### src/rtl/core/rba_pkg.sv
// rba_pkg: shared widths, register indexes, reset values and types for the
// rectangle blit / alpha blend core. No dependencies.
package rba_pkg;

	localparam int ADDR_W     = 18;
	localparam int BYTE_W     = 8;
	localparam int DIM_W      = 9;
	localparam int BPP_W      = 3;
	localparam int POS_W      = 8;
	localparam int ALPHA_W    = 8;
	localparam int CFG_IDX_W  = 3;
	localparam int CFG_DATA_W = 9;

	localparam int DEF_MAX_IMAGE_DIM       = 256;
	localparam int DEF_MAX_BYTES_PER_PIXEL = 4;

	localparam logic [CFG_IDX_W-1:0] REG_DST_IMAGE_WIDTH = 3'd0;
	localparam logic [CFG_IDX_W-1:0] REG_BYTES_PER_PIXEL = 3'd1;
	localparam logic [CFG_IDX_W-1:0] REG_RECT_WIDTH      = 3'd2;
	localparam logic [CFG_IDX_W-1:0] REG_RECT_HEIGHT     = 3'd3;
	localparam logic [CFG_IDX_W-1:0] REG_DST_X           = 3'd4;
	localparam logic [CFG_IDX_W-1:0] REG_DST_Y           = 3'd5;
	localparam logic [CFG_IDX_W-1:0] REG_BLEND_ENABLE    = 3'd6;
	localparam logic [CFG_IDX_W-1:0] REG_ALPHA           = 3'd7;

	localparam logic [DIM_W-1:0]   RST_DST_IMAGE_WIDTH = 9'd256;
	localparam logic [BPP_W-1:0]   RST_BYTES_PER_PIXEL = 3'd4;
	localparam logic [DIM_W-1:0]   RST_RECT_WIDTH      = 9'd128;
	localparam logic [DIM_W-1:0]   RST_RECT_HEIGHT     = 9'd128;
	localparam logic [ALPHA_W-1:0] RST_ALPHA           = 8'd255;

	// configuration as seen by the datapath, rectangle sizes and bytes per pixel already clamped
	typedef struct packed {
		logic [DIM_W-1:0]   dst_width;
		logic [BPP_W-1:0]   bpp;
		logic [DIM_W-1:0]   rect_w;
		logic [DIM_W-1:0]   rect_h;
		logic [POS_W-1:0]   dst_x;
		logic [POS_W-1:0]   dst_y;
		logic               blend_en;
		logic [ALPHA_W-1:0] alpha;
	} cfg_t;

	// stage 1 contents: one request with its pixel index
	typedef struct packed {
		logic [BYTE_W-1:0]  src;
		logic [BYTE_W-1:0]  dst;
		logic [ADDR_W-1:0]  pix_idx;
		logic [BPP_W-1:0]   byte_idx;
		logic [BPP_W-1:0]   bpp;
		logic               blend_en;
		logic [ALPHA_W-1:0] alpha;
		logic               last;
	} s1_t;

endpackage

### src/rtl/core/rect_blit_alpha_blend_core.sv
// Rectangle blit / alpha blend core: one request in and one write out per
// clock while the output is not stalled. The first stage forms the pixel
// index from the position counters (one row * stride multiply), the second
// scales it by bytes per pixel and blends the source and destination bytes;
// an output stall holds the result register and backs up into the first
// stage only when both stages are full. Depends on rba_pkg, rba_cfg_regs,
// rba_addr_seq and rba_wr_stage.
module rect_blit_alpha_blend_core import rba_pkg::*; #(
	parameter int MAX_IMAGE_DIM       = DEF_MAX_IMAGE_DIM,
	parameter int MAX_BYTES_PER_PIXEL = DEF_MAX_BYTES_PER_PIXEL
) (
	input  logic                  clk,
	input  logic                  arst_n,
	input  logic                  cfg_we,
	input  logic [CFG_IDX_W-1:0]  cfg_idx,
	input  logic [CFG_DATA_W-1:0] cfg_wdata,
	input  logic                  in_valid,
	output logic                  in_stall,
	input  logic [BYTE_W-1:0]     src_byte,
	input  logic [BYTE_W-1:0]     dst_byte,
	output logic                  out_valid,
	input  logic                  out_stall,
	output logic [ADDR_W-1:0]     dst_addr,
	output logic [BYTE_W-1:0]     out_byte,
	output logic                  last
);

	cfg_t              cfg;
	s1_t               req_s1;
	logic              valid_s1;
	logic              accept;
	logic              adv2;
	logic [ADDR_W-1:0] pix_idx;
	logic [BPP_W-1:0]  byte_idx;
	logic              seq_last;
	logic [ADDR_W-1:0] wr_addr;
	logic [BYTE_W-1:0] wr_data;

	rba_cfg_regs #(
		.MAX_IMAGE_DIM      (MAX_IMAGE_DIM),
		.MAX_BYTES_PER_PIXEL(MAX_BYTES_PER_PIXEL)
	) u_cfg (
		.clk      (clk),
		.arst_n   (arst_n),
		.cfg_we   (cfg_we),
		.cfg_idx  (cfg_idx),
		.cfg_wdata(cfg_wdata),
		.cfg      (cfg)
	);

	rba_addr_seq #(
		.MAX_IMAGE_DIM      (MAX_IMAGE_DIM),
		.MAX_BYTES_PER_PIXEL(MAX_BYTES_PER_PIXEL)
	) u_seq (
		.clk     (clk),
		.arst_n  (arst_n),
		.cfg     (cfg),
		.advance (accept),
		.pix_idx (pix_idx),
		.byte_idx(byte_idx),
		.last    (seq_last)
	);

	rba_wr_stage u_wr (
		.s1  (req_s1),
		.addr(wr_addr),
		.data(wr_data)
	);

	assign adv2     = !out_valid || !out_stall;
	assign in_stall = valid_s1 && !adv2;
	assign accept   = in_valid && !in_stall;

	always_ff @(posedge clk or negedge arst_n) begin
		if (!arst_n) begin
			valid_s1  <= 1'b0;
			out_valid <= 1'b0;
		end else begin
			valid_s1 <= accept || (valid_s1 && !adv2);
			if (adv2)
				out_valid <= valid_s1;
		end
	end

	always_ff @(posedge clk) begin
		if (accept) begin
			req_s1.src      <= src_byte;
			req_s1.dst      <= dst_byte;
			req_s1.pix_idx  <= pix_idx;
			req_s1.byte_idx <= byte_idx;
			req_s1.bpp      <= cfg.bpp;
			req_s1.blend_en <= cfg.blend_en;
			req_s1.alpha    <= cfg.alpha;
			req_s1.last     <= seq_last;
		end
		if (adv2 && valid_s1) begin
			dst_addr <= wr_addr;
			out_byte <= wr_data;
			last     <= req_s1.last;
		end
	end

	a_stall_only_full: assert property (@(posedge clk) disable iff (!arst_n)
		in_stall |-> valid_s1 && out_valid && out_stall)
		else $error("input stalled with room in pipeline");

	a_accept_fills_s1: assert property (@(posedge clk) disable iff (!arst_n)
		accept |=> valid_s1)
		else $error("accepted request lost in stage 1");

	a_s1_moves_out: assert property (@(posedge clk) disable iff (!arst_n)
		valid_s1 && adv2 |=> out_valid)
		else $error("stage 1 request not presented at output");

endmodule

### src/rtl/core/rba_cfg_regs.sv
// rba_cfg_regs: configuration register file with range clamping of the rectangle sizes and bytes per pixel.
// Depends on rba_pkg.
module rba_cfg_regs import rba_pkg::*; #(
	parameter int MAX_IMAGE_DIM       = DEF_MAX_IMAGE_DIM,
	parameter int MAX_BYTES_PER_PIXEL = DEF_MAX_BYTES_PER_PIXEL
) (
	input  logic                  clk,
	input  logic                  arst_n,
	input  logic                  cfg_we,
	input  logic [CFG_IDX_W-1:0]  cfg_idx,
	input  logic [CFG_DATA_W-1:0] cfg_wdata,
	output cfg_t                  cfg
);

	logic [DIM_W-1:0]   dst_width_q;
	logic [BPP_W-1:0]   bpp_q;
	logic [DIM_W-1:0]   rect_w_q;
	logic [DIM_W-1:0]   rect_h_q;
	logic [POS_W-1:0]   dst_x_q;
	logic [POS_W-1:0]   dst_y_q;
	logic               blend_en_q;
	logic [ALPHA_W-1:0] alpha_q;

	always_ff @(posedge clk or negedge arst_n) begin
		if (!arst_n) begin
			dst_width_q <= RST_DST_IMAGE_WIDTH;
			bpp_q       <= RST_BYTES_PER_PIXEL;
			rect_w_q    <= RST_RECT_WIDTH;
			rect_h_q    <= RST_RECT_HEIGHT;
			dst_x_q     <= '0;
			dst_y_q     <= '0;
			blend_en_q  <= 1'b0;
			alpha_q     <= RST_ALPHA;
		end else if (cfg_we) begin
			unique case (cfg_idx)
				REG_DST_IMAGE_WIDTH: dst_width_q <= cfg_wdata[DIM_W-1:0];
				REG_BYTES_PER_PIXEL: bpp_q       <= cfg_wdata[BPP_W-1:0];
				REG_RECT_WIDTH:      rect_w_q    <= cfg_wdata[DIM_W-1:0];
				REG_RECT_HEIGHT:     rect_h_q    <= cfg_wdata[DIM_W-1:0];
				REG_DST_X:           dst_x_q     <= cfg_wdata[POS_W-1:0];
				REG_DST_Y:           dst_y_q     <= cfg_wdata[POS_W-1:0];
				REG_BLEND_ENABLE:    blend_en_q  <= cfg_wdata[0];
				REG_ALPHA:           alpha_q     <= cfg_wdata[ALPHA_W-1:0];
				default:             ;
			endcase
		end
	end

	function automatic logic [DIM_W-1:0] clamp_dim(input logic [DIM_W-1:0] v);
		logic [DIM_W-1:0] r;
		r = v;
		if (v == '0)
			r = DIM_W'(1);
		else if (32'(v) > MAX_IMAGE_DIM)
			r = DIM_W'(MAX_IMAGE_DIM);
		return r;
	endfunction

	always_comb begin
		cfg           = '0;
		cfg.dst_width = dst_width_q;
		cfg.rect_w    = clamp_dim(rect_w_q);
		cfg.rect_h    = clamp_dim(rect_h_q);
		cfg.dst_x     = dst_x_q;
		cfg.dst_y     = dst_y_q;
		cfg.blend_en  = blend_en_q;
		cfg.alpha     = alpha_q;
		priority if (bpp_q == '0)
			cfg.bpp = BPP_W'(1);
		else if (32'(bpp_q) > MAX_BYTES_PER_PIXEL)
			cfg.bpp = BPP_W'(MAX_BYTES_PER_PIXEL);
		else
			cfg.bpp = bpp_q;
	end

endmodule

### src/rtl/core/rba_addr_seq.sv
// rba_addr_seq: row/column/byte position counters and the pixel index of the
// current position in the destination image. Depends on rba_pkg.
module rba_addr_seq import rba_pkg::*; #(
	parameter int MAX_IMAGE_DIM       = DEF_MAX_IMAGE_DIM,
	parameter int MAX_BYTES_PER_PIXEL = DEF_MAX_BYTES_PER_PIXEL
) (
	input  logic              clk,
	input  logic              arst_n,
	input  cfg_t              cfg,
	input  logic              advance,
	output logic [ADDR_W-1:0] pix_idx,
	output logic [BPP_W-1:0]  byte_idx,
	output logic              last
);

	localparam int CW    = $clog2(MAX_IMAGE_DIM);
	localparam int BW    = (MAX_BYTES_PER_PIXEL > 1) ? $clog2(MAX_BYTES_PER_PIXEL) : 1;
	localparam int CMPW  = (CW + 1 > DIM_W) ? CW + 1 : DIM_W;
	localparam int BCMPW = (BW + 1 > BPP_W) ? BW + 1 : BPP_W;
	localparam int RSW   = ((CW > POS_W) ? CW : POS_W) + 1;

	logic [CW-1:0]  row_q;
	logic [CW-1:0]  col_q;
	logic [BW-1:0]  byte_q;
	logic           end_px;
	logic           end_row;
	logic [RSW-1:0] row_sum;

	assign end_px  = (BCMPW'(byte_q) + BCMPW'(1)) >= BCMPW'(cfg.bpp);
	assign end_row = end_px && ((CMPW'(col_q) + CMPW'(1)) >= CMPW'(cfg.rect_w));
	assign last    = end_row && ((CMPW'(row_q) + CMPW'(1)) >= CMPW'(cfg.rect_h));

	assign row_sum  = RSW'(cfg.dst_y) + RSW'(row_q);
	assign pix_idx  = ADDR_W'(row_sum) * ADDR_W'(cfg.dst_width)
	                + ADDR_W'(cfg.dst_x) + ADDR_W'(col_q);
	assign byte_idx = BPP_W'(byte_q);

	always_ff @(posedge clk or negedge arst_n) begin
		if (!arst_n) begin
			row_q  <= '0;
			col_q  <= '0;
			byte_q <= '0;
		end else if (advance) begin
			if (!end_px) begin
				byte_q <= byte_q + BW'(1);
			end else begin
				byte_q <= '0;
				if (!end_row) begin
					col_q <= col_q + CW'(1);
				end else begin
					col_q <= '0;
					if (!last)
						row_q <= row_q + CW'(1);
					else
						row_q <= '0;
				end
			end
		end
	end

	// rectangle end rewinds every counter
	a_rewind: assert property (@(posedge clk) disable iff (!arst_n)
		advance && last |=> row_q == '0 && col_q == '0 && byte_q == '0)
		else $error("counters not rewound after last byte");

endmodule

### src/rtl/core/rba_wr_stage.sv
// rba_wr_stage: second stage logic, byte address from pixel index and the
// blended or copied output byte. Depends on rba_pkg.
module rba_wr_stage import rba_pkg::*; (
	input  s1_t               s1,
	output logic [ADDR_W-1:0] addr,
	output logic [BYTE_W-1:0] data
);

	logic [ADDR_W-1:0]     scaled;
	logic [2*BYTE_W-1:0]   src_term;
	logic [2*BYTE_W-1:0]   dst_term;
	logic [2*BYTE_W-1:0]   mix;
	logic [ALPHA_W-1:0]    inv_alpha;

	assign scaled = ADDR_W'(s1.pix_idx * ADDR_W'(s1.bpp));
	assign addr   = scaled + ADDR_W'(s1.byte_idx);

	assign inv_alpha = ~s1.alpha;
	assign src_term  = (2*BYTE_W)'(s1.src) * (2*BYTE_W)'(s1.alpha);
	assign dst_term  = (2*BYTE_W)'(s1.dst) * (2*BYTE_W)'(inv_alpha);
	assign mix       = src_term + dst_term;
	assign data      = s1.blend_en ? mix[2*BYTE_W-1:BYTE_W] : s1.src;

endmodule
### config.mk
export PLATFORM = sky130hd
export DESIGN_NAME = rect_blit_alpha_blend_core
export DESIGN_NICKNAME = d
export VERILOG_FILES = /design/src/rtl/core/rba_pkg.sv /design/src/rtl/core/rect_blit_alpha_blend_core.sv /design/src/rtl/core/rba_cfg_regs.sv /design/src/rtl/core/rba_addr_seq.sv /design/src/rtl/core/rba_wr_stage.sv
export SDC_FILE = /design/constraint.sdc
export NUM_CORES = 1
export LEC_CHECK = 0
export CAP_MARGIN = 30
export CORE_MARGIN = 1
export CORE_UTILIZATION = 35
export CTS_CLUSTER_SIZE = 40
export DETAILED_ROUTE_END_ITERATION = 8
export DONT_BUFFER_PORTS = 1
export GPL_TIMING_DRIVEN = 0
export SYNTH_ARGS = -nofsm -noshare
export SYNTH_HDL_FRONTEND = slang
export SYNTH_SLANG_ARGS = --single-unit
### constraint.sdc
create_clock -name clk -period 6.9 [get_ports clk]
set_input_delay 0.345 -clock clk [delete_from_list [all_inputs] [get_ports clk]]
set_output_delay 0.345 -clock clk [all_outputs]
set_load 0.01 [all_outputs]
Word level (Yosys, flattened, before mapping). Index checks and enable logic that the tools add are counted. W data, S select, Z words.

Bits in registers: 151.

Add/subtract/negate cells: 11. Multiply operators: 4. $lt $le $gt $ge: 6. Equality and inequality tests: 7. Multiplexer cells: 10. Bitwise operators: 1. Reduce and logical (&&, ||, !) cells: 25.

Operator list (count): $add A18 B8 Y18 (2); $mux W9 (4); $mul A8 B8 Y16 (2); $mux W8 (3); $add A18 B2 Y18 (1); $add A8 B1 Y9 const B (2); $ge A9 B9 Y1 (2); $gt A9 B9 Y1 const B (2); $logic_not A9 Y1 (2); $mul A18 B3 Y18 (1); $mul A9 B9 Y18 (1); $reduce_and A2 Y1 (9); $add A16 B16 Y16 (1); $add A8 B1 Y8 const B (2); $eq A3 B3 Y1 const B (4); $add A8 B8 Y9 (1); $not A8 Y8 (1); $eq A3 B2 Y1 const B (2); $logic_not A3 Y1 (2); $mux W3 (2); $logic_and A1 B1 Y1 (5); $logic_not A1 Y1 (4); $add A2 B1 Y3 const B (1); $eq A3 B1 Y1 const B (1); 6 further kinds (7).

Logic depth before layout (Yosys ltp). Gate-level depths: netlist (run 1).

Word-level depth: 7. Mapped depth: 27. Depth with buffers taken out: 26.

Modules after synthesis. From an unflattened synthesis (run 1), not the netlist that was laid out.

Cell total of the unflattened synthesis: 1561. Area, all modules: 16014.1 um^2.

By module, submodules not included: rba_wr_stage (instances 1, cells an instance 702, area an instance 5947.0 um^2, seq. area each 0.0 um^2); rba_addr_seq (instances 1, cells an instance 619, area an instance 5345.1 um^2, seq. area each 450.4 um^2); rect_blit_alpha_blend_core (instances 1, cells an instance 85, area an instance 2404.8 um^2, seq. area each 2362.3 um^2); rba_cfg_regs (instances 1, cells an instance 155, area an instance 2317.2 um^2, seq. area each 1391.3 um^2).

Worst setup path before layout (run 1). Ideal clock, no wire load.

Path kind: register -> register. From: reg u_seq.row_q[1]. To: reg req_s1[32] (netlist name) (data pin). Arrival time: 6026 ps. Required time: 6705 ps. Path slack: 679 ps. Cell stages (with the launch flop): 24. Buffers on the path: 1. Period minus slack after synthesis: 6221 ps. Cell sequence: dfrtp_1 ha_1 a21o_1 a21oi_1 o21ai_1 a2111oi_0 or3_1 buf_4 mux2_2 fa_1 inv_1 fa_1 inv_1 fa_1 inv_1 fa_1 inv_1 fa_1 inv_1 ha_1 a2111oi_0 a211o_1 nand2_1 o311ai_0.

Longest elaborated chain between the ends: 4.

RTL lines: from (decl) (RTL line rba_addr_seq.sv:22) `logic [CW-1:0] row_q;`; from (signal assigned) (RTL line rba_addr_seq.sv:53) `row_q <= row_q + CW'(1);`; $add A8 B8 Y9 (RTL line rba_addr_seq.sv:33) `assign row_sum = RSW'(cfg.dst_y) + RSW'(row_q);`; $mul A9 B9 Y18 (RTL line rba_addr_seq.sv:34) `assign pix_idx = ADDR_W'(row_sum) * ADDR_W'(cfg.dst_width)`; $add A18 B8 Y18 (2 in a row) (RTL line rba_addr_seq.sv:35) `+ ADDR_W'(cfg.dst_x) + ADDR_W'(col_q);`; net pix_idx[16] (RTL line rect_blit_alpha_blend_core.sv:33) `logic [ADDR_W-1:0] pix_idx;`; to (decl) (RTL line rect_blit_alpha_blend_core.sv:29) `s1_t req_s1;`.

The timed path passes the listed nets, and every way through them passes these cells. A chain may end at the register's enable or synchronous reset.

Worst setup path after layout (run 1).
From: reg u_seq.row_q[1]. To: reg req_s1[27] (netlist name) (data pin).

Same word-level chain as after synthesis.

==> impl_summary.md, run 1 <==
Floorplanning
The horizontal die dimension is 213 microns. The core region is 43500 sq um. From bottom edge to top edge, the die measures 213 microns. The initial standard-cell utilization of the core is 35.8%. The die area is 45300 sq um. The top-level I/O count is 62. Row generation in the floorplan step produced 76 rows.

Routing
In this run the remaining antenna-violating nets after routing total 0. The number of DRC markers in iteration 0 is 542. Dividing the detail-routed wire length by the instance count gives 15.4 microns. After detailed routing, the number of remaining DRC violations is 0.

The wire length reported by the detailed router is 33500 microns. Summing over every cut layer, the via total after detailed routing is 10400. The number of vias per cell is 4.79. The number of optimization iterations in the first detailed-route pass is 6.

Setup path
Walking the worst path, the cells encountered are ha_1 -> a21o_1 -> a21oi_2 -> o21ai_1 -> a2111oi_1 -> or3_1 -> buf_4 -> mux2_2 -> fa_1 -> inv_1 -> fa_1 -> inv_1 -> fa_1 -> inv_1 -> fa_1 -> inv_1 -> fa_1 -> inv_1 -> ha_1 -> o21a_1 -> o31a_1 -> o21a_1 -> or4_1 -> o211ai_1. The most critical setup path has its startpoint at u_seq.row_q[1]. The capturing element type of the critical path is a flop. The startpoint of the worst register-to-register path is u_seq.row_q[1]. The end of the worst register-to-register path is req_s1[27].

The required time at the endpoint of the critical path is 7210 ps. For the worst setup path, the data arrival time is 6890 ps. The critical path's slowest cell is fa_1. The depth of the worst register-to-register path is 24.

The critical-path maximum fanout is 9. In this run the worst setup path terminates at req_s1[27]. The worst setup path is launched from a flop. The setup check on the worst reg-to-reg path leaves a slack of 320 ps. By startpoint and endpoint, the worst setup path is classified as flop to flop. The stage delay of the slowest cell on the critical path is 530 ps.

Global route
The via count of the first global-routing pass is 10900. Global routing consumed, on the met2 layer, 26.4% of the routing resources. Global routing finished with a remaining overflow of 0. The maximum number of pins on one net before global-route repair is 76.

Global routing consumed, over all layers together, 16.2% of the routing resources. In the global route stage, met1 resource usage came out at 21.2%. The global-route wire length before repair is 56100 microns. The number of antenna violations at the first check in global routing is 3.

The met3 capacity usage during global routing is 3.75%. The most heavily used metal layer in global routing is met2.

Worst hold path
The type of the worst min-delay path is input port to flop. Along the worst hold path, the cell count comes to 1.

Timing
The total count of hold-check failures in the final report was 0. In the post-route analysis, the smallest setup slack over all paths is 324 ps. The worst-case clock skew is 18.3 ps. The slew of the pin with the lowest slew margin is 817 ps.

The clock period minus final worst setup slack is 6580 ps. The highest attainable clock frequency is 152 MHz. After layout, the worst path uses 95.3% of the clock period. Headroom to the max-slew limit came out at 45.1%. The count of final max-slew check failures is 0. The setup-violating endpoint count in the final report is 0.

Synth
The synthesized netlist cell count is 1520. For this run, the number of Yosys warnings is 0. The combined area of all synthesized cells is 15500 sq um. The synthesized design contains 151 register bits.

The dominant cell type by area after synthesis is fa_1. The leading register cell type out of synthesis is edfxtp_1. The share of flip-flops with an asynchronous set or reset is 49.7%. The number of unique standard cell types used by synthesis is 68.

The synthesized design devotes to its leading area cell type 22.5% of total area. The sequential share of the synthesized area is 26.9%. The post-synthesis net count is 1908.

Yosys attributes the largest share of cell area to fa_1 (23%), edfxtp_1 (15%), ha_1 (14%). The mean post-synth cell area is 10.2 sq um. The count of flip-flops with a built-in enable after synthesis is 76.

Cells and area
The storage element area is 4170 sq um. Compared with the post-synthesis result, the final layout area differs by 11.0%. In the final layout, the multi-input gates occupy 10300 sq um. The fill cell total of the finished layout is 4266. Leaving out filler cells and counting taps, the final layout contains 2171. At the end of the flow the core is filled with cells to 39.7%. The layout cell share with drive strength beyond 1 is 7.76%. The number of nets in the layout is 1960.

Clock tree
The CTS tree is done. The number of sinks driven by the clock tree is 151. The clock-pin slew on the worst setup and hold paths is 70 ps.

The total CTS buffers is 17. The master cell of the clock root buffer is clkbuf_16. The buffer count from post-CTS setup fixing is 0.

No sink is reached through more buffers than the 2 on the longest clock path. The total number of H-tree levels is 4. The clock network latency to the later pin of the worst-skew pair is 470 ps.

Placement
At the end of routability-driven placement, the weighted congestion stood at 0.850. The estimated wirelength of the detail-placed design is 25900 microns. The count of buffers added on input and output ports is 0. The minimum setup slack after placement is -23.1 ps. The cell count after placement is 2107.

Job
Across the run, the number of max-cap violations was 0.

Outcome
The flow ran to the end, and the final reports show no timing, DRC or antenna violations.
[cells in the mapped netlist (4+ instances only)]
| master | instances |
|---|---|
| a211oi_1 | 10 |
| nand2_1 | 162 |
| nor4_1 | 4 |
| nand3_1 | 20 |
| inv_1 | 256 |
| o21bai_1 | 4 |
| buf_1 | 5 |
| o31ai_1 | 4 |
| or3_1 | 5 |
| edfxtp_1 | 76 |
| o211ai_1 | 6 |
| nor3_1 | 11 |
| xor2_1 | 11 |
| a21o_1 | 18 |
| xnor2_1 | 35 |
| nor2b_1 | 63 |
| o21a_1 | 9 |
| dfrtp_1 | 63 |
| ha_1 | 180 |
| a21oi_1 | 36 |
| nor2_1 | 37 |
| nand2b_1 | 37 |
| fa_1 | 175 |
| and2_1 | 62 |
| mux2_2 | 56 |
| dfstp_2 | 12 |
| mux2i_1 | 9 |
| and3_1 | 11 |
| a22o_1 | 5 |
| o21ai_0 | 38 |
| clkbuf_1 | 31 |
| a21boi_0 | 12 |
| a31oi_1 | 5 |
[state kept, by name, summed over array words and instances, names as in the netlist]
signal	count
u_seq.row_q	8
last	1
u_cfg.dst_width_q	9
u_seq.byte_q	2
out_byte	8
u_cfg.blend_en_q	1
u_cfg.dst_x_q	8
dst_addr	18
out_valid	1
u_cfg.bpp_q	3
u_cfg.alpha_q	8
valid_s1	1
u_cfg.rect_h_q	9
u_cfg.dst_y_q	8
req_s1	49
u_seq.col_q	8
u_cfg.rect_w_q	9
[metal layers]
metal / share of wire, % / routed length, microns / vias to the layer above
met2: 46 / 15500 / 144
met3: 3.7 / 1230 / 35
met1: 48 / 16200 / 5140
met5: 0.066 / 22 / -
li1: - / - / 5076
met4: 1.7 / 563 / 4
[metrics by stage]
stage	TNS, ps	hold WS (ps)	cell area [sq um]
after global routing	-7.63	22.7	17300
after CTS	0	3.98	17200
after floorplan	0	49.4	15500
final	0	46.1	17300
after global placement	0	53.6	16300
after detailed placement	-23.1	53.3	16300
[cell usage in the layout, fill, tap and decap left out, types with 10 or more instances in the layout]
cell type,Yosys,routed
nor2_1,37,37
dlygate4sd3_1,0,31
nor3_1,11,11
nand3_1,20,20
a21boi_0,12,10
and3_1,11,11
mux2_2,56,56
o21ai_0,38,38
clkbuf_1,31,30
a211oi_1,10,10
nand2_1,162,162
nand2b_1,37,37
clkbuf_16,0,17
inv_1,256,255
nor2b_1,63,63
fa_1,175,175
dfrtp_1,63,63
xor2_1,11,11
a21o_1,18,18
and2_1,62,62
edfxtp_1,76,76
dfstp_2,12,12
xnor2_1,35,35
ha_1,180,180
a21oi_1,36,34
[critical path, delay by kind of cell, from the launching register on]
family	cells	cell delay (ps)
compound gates	8	1410
fa+ha+maj	7	3100
buf+inv	6	440
flops	1	460
mux	1	380
simple gates	2	630
[how the worst min path moves through the flow]
stage | startpoint | endpoint
after CTS | cfg_wdata[0] | u_cfg.alpha_q[0]
after global placement | arst_n | u_cfg.dst_width_q[6]
final | cfg_wdata[0] | u_cfg.alpha_q[0]
after floorplan | arst_n | out_valid
after global routing | cfg_wdata[2] | u_cfg.alpha_q[2]
after detailed placement | arst_n | u_cfg.dst_width_q[5]
[cells by family (layout without fill, tap and decap cells)]
logic type                 after synthesis  count (layout)  synth area share [%]
xor gates and xnor gates                46              46                  2.59
muxes                                   66              66                  4.71
adders and majority gates              355             355                  37.0
other                                    0               1                     0
DFF                                    151             151                  26.9
and+or+nand+nor                        430             430                  14.1
buffers and inverters                  297             362                  7.23
AOI/OAI and AO/OA                      175             175                  7.54
[layout make-up]
| cell class | instances | share of cell area [%] |
|---|---|---|
| antenna | 1 | 0.0145 |
| buffer | 38 | 0.877 |
| clock buffer | 17 | 2.46 |
| clock inverter | 15 | 0.805 |
| inverter | 258 | 5.61 |
| multi-input combinational | 1072 | 59.6 |
| sequential | 151 | 24.2 |
| tap | 585 | 4.24 |
| timing repair buffer | 34 | 2.19 |
[what timing repair did]
item	4_1_cts	5_1_grt
endpoints found under the setup margin	1	6
resized for setup	1	9
endpoints found under the hold margin	143	0
hold buffers	32	0
Power of run 1 is left out: the tool's default activity adds up to more than one toggle a clock period on the data nets, which glitch-free logic cannot reach.
==> run 2, diff against run 1 <==
--- a/config.mk
+++ b/config.mk
@@ -7,7 +7,7 @@
 export LEC_CHECK = 0
 export CAP_MARGIN = 30
 export CORE_MARGIN = 1
-export CORE_UTILIZATION = 35
+export CORE_UTILIZATION = 50
 export CTS_CLUSTER_SIZE = 40
 export DETAILED_ROUTE_END_ITERATION = 8
 export DONT_BUFFER_PORTS = 1
==> impl_summary.md, run 2 (same netlist as run 1, synthesis figures left out) <==
Clock tree
The number of sinks driven by the clock tree is 151 (unchanged). The buffer count from post-CTS setup fixing is 0 (unchanged). The clock network latency to the later pin of the worst-skew pair is 440 ps (-30 ps). The master cell of the clock root buffer is clkbuf_16. The clock-pin slew on the worst setup and hold paths is 60 ps (about the same). The total number of H-tree levels is 4 (unchanged). The total CTS buffers is 17 (unchanged). The largest buffer count on any clock path is 2 (unchanged).

TritonCTS built the clock tree.

Cells and area
Leaving out fill and tap cells, the most frequent cell in the layout is inv_1. The largest registers in the layout are req_s1 (49), dst_addr (18). The number of flip-flops in the largest register is 49 (unchanged). The fill cell total of the finished layout is 2717 (-36%).

The antenna diode count came to 0 (-1). The final cell count without fillers is 1968 (-9.4%). The area of all placed cells without fillers came to 17000 sq um (-1.6%). In the layout the commonest cells are inv_1 (255), ha_1 (180), fa_1 (175). The post-synthesis to final-layout area growth is 9.23%. The register bank with the most flops is req_s1. The number of nets in the layout is 1947 (-0.66%). The layout cell share with drive strength beyond 1 is 8.02% (+0.26 points).

Setup path
STA classifies the critical path endpoint as a flop. The required time at the endpoint of the critical path is 7170 ps (-40 ps). The type of element launching the critical path is a flop. The signal arrival time at the worst endpoint is 6810 ps (-80 ps). The slowest stage of the critical path belongs to the cell fa_1. The stage delay of the slowest cell on the critical path came to 540 ps (about the same). The type of the worst setup path is flop to flop. The critical path goes through ha_1 -> a21o_1 -> a21oi_2 -> o21ai_1 -> a2111oi_2 -> or3_1 -> buf_4 -> mux2_2 -> fa_1 -> inv_1 -> fa_1 -> inv_1 -> fa_1 -> inv_1 -> fa_1 -> inv_1 -> fa_1 -> inv_1 -> ha_1 -> o21a_1 -> o31a_1 -> o21a_1 -> or4_1 -> o211ai_1. Among cell families on the critical path, the largest total delay comes from adder cells. The combined buffer and inverter count along the critical path is 6 (unchanged).

The critical-path maximum fanout is 9 (unchanged).

Global route
The global-route wire length before repair is 54300 microns (-3.3%). The number of antenna violations at the first check in global routing is 0 (-3). The maximum number of pins on one net before global-route repair is 76 (unchanged). The via count of the first global-routing pass is 10900 (+0.40%). The total congestion overflow is 0 (unchanged). The total routing resource utilization after global routing came to 22.0% (+5.9 points).

Routing
The total vias in the final route was 10200 (-2.2%). The number of optimization iterations in the first detailed-route pass came to 4 (-2). The wire length reported by the detailed router was 31700 microns (-5.3%). The total DRC errors in the routed layout was 0 (unchanged). The remaining antenna violation count is 0 (unchanged). The number of DRC markers in iteration 0 is 474 (-13%). The average wire per cell in the routed design is 16.1 microns (+4.5%). The number of vias per cell is 5.17 (+7.9%).

Floorplanning
The die area was 31800 sq um (-30%). The horizontal die dimension is 178 microns (-16%). The vertical die dimension is 178 microns (-16%).

The core footprint is 30600 sq um (-30%). The initial standard-cell utilization of the core is 50.8% (+15 points). The number of standard-cell rows in the floorplan is 64 (-16%). The top-level I/O count is 62 (unchanged).

Timing
The slew of the pin with the lowest slew margin is 794 ps (-23.6 ps). The setup-violating endpoint count in the final report is 0 (unchanged). The share of the cycle needed by the critical path after routing is 94.7% (-0.59 points). The clock period minus final worst setup slack is 6540 ps (-40.4 ps). Setup repair after global routing left no endpoint under its margin.

The total count of hold-check failures in the final report is 0 (unchanged). The worst-case clock skew is 10.4 ps (-7.96 ps). The count of final max-slew check failures is 0 (unchanged). The normalized max-slew margin is 46.8% (+1.7 points).

The highest attainable clock frequency is 153 MHz (+0.62%). The final-layout setup total negative slack is 0 ps (unchanged).

Placement
The estimated wirelength of the detail-placed design is 24900 microns (-3.7%). The cell count after placement came to 1918 (-9.0%). The routability congestion estimate came to 0.850 (about the same). The number of input and output port buffers inserted came to 0 (unchanged). The area of placed instances was 16100 sq um (-1.4%).

Worst hold path
The type of the worst min-delay path is input port to flop.

Outcome
The run finished with clean final reports.

Job
The count of max-cap constraint violations is 0 (unchanged).
## run 2: cell count changes in the layout (fill, tap and decap cells not counted), moves of 2 or more
cell,previous run,this run
bufinv_16,1,3
clkinvlp_4,2,0
inv_4,2,0
dlygate4sd3_1,31,18
dfrtp_2,0,2
dfrtp_1,63,61
## run 2: worst register-to-register path, cell delays in order (launching register included)
cell,delay [ps]
dfrtp_2,450
ha_1,280
a21o_1,170
a21oi_2,180
o21ai_1,110
a2111oi_2,340
or3_1,160
buf_4,190
mux2_2,380
fa_1,540
inv_1,60
fa_1,510
inv_1,60
fa_1,530
inv_1,50
fa_1,470
inv_1,50
fa_1,470
inv_1,40
ha_1,320
o21a_1,120
o31a_1,150
o21a_1,200
or4_1,460
o211ai_1,110
## run 2: final timing paths
| check | start | end | slack (ps) | cells after the start |
|---|---|---|---|---|
| setup / recovery | u_seq.row_q[1] | req_s1[27] | 360 | 24 |
| hold / removal | in_valid | valid_s1 | 20 | 1 |
| setup reg to reg | u_seq.row_q[1] | req_s1[27] | 360 | 24 |
| hold reg to reg | req_s1[0] | last | 430 | 0 |
| max in group asynchronous | arst_n | u_cfg.alpha_q[2] | 6110 | 2 |
| min in group asynchronous | arst_n | u_cfg.dst_width_q[6] | 440 | 2 |
## run 2: what timing repair did
item / CTS / global route
hold buffers: 19 / 0
endpoints found under the hold margin: 92 / 0
pin swaps: 0 / 0
gates resized for setup: 1 / 11
cloned: 0 / 0
endpoints found under the setup margin: 1 / 6
## run 2: routing by layer
metal | part of all wire, % | up-vias | GRT usage (%)
met5 | 0 | - | 0
met4 | 1.6 | 0 | 5.58
met3 | 2.9 | 36 | 3.52
met2 | 46 | 149 | 36.3
met1 | 50 | 4950 | 30.3
li1 | - | 5040 | -
## run 2: per-stage QoR
stage	setup slack (ps)	util [%]	hold slack, ps
floorplan	679	-	49.4
global placement	38.9	52.4	51.4
detailed placement	-116	52.6	51.3
CTS	61.1	55.4	3.87
global route	20.4	55.5	4.23
finish	364	55.5	19.2
## run 2: cell type report
class,instances,area [sq um],share of cell area [%]
Buffer,38,151,0.892
Clock buffer,18,450,2.65
Clock inverter,14,199,1.17
Inverter,258,968,5.70
Multi-Input combinational cell,1072,10300,60.6
Sequential cell,151,4180,24.6
Tap cell,396,495,2.92
Timing Repair Buffer,21,248,1.46
Power of run 2 is left out for the same reason.
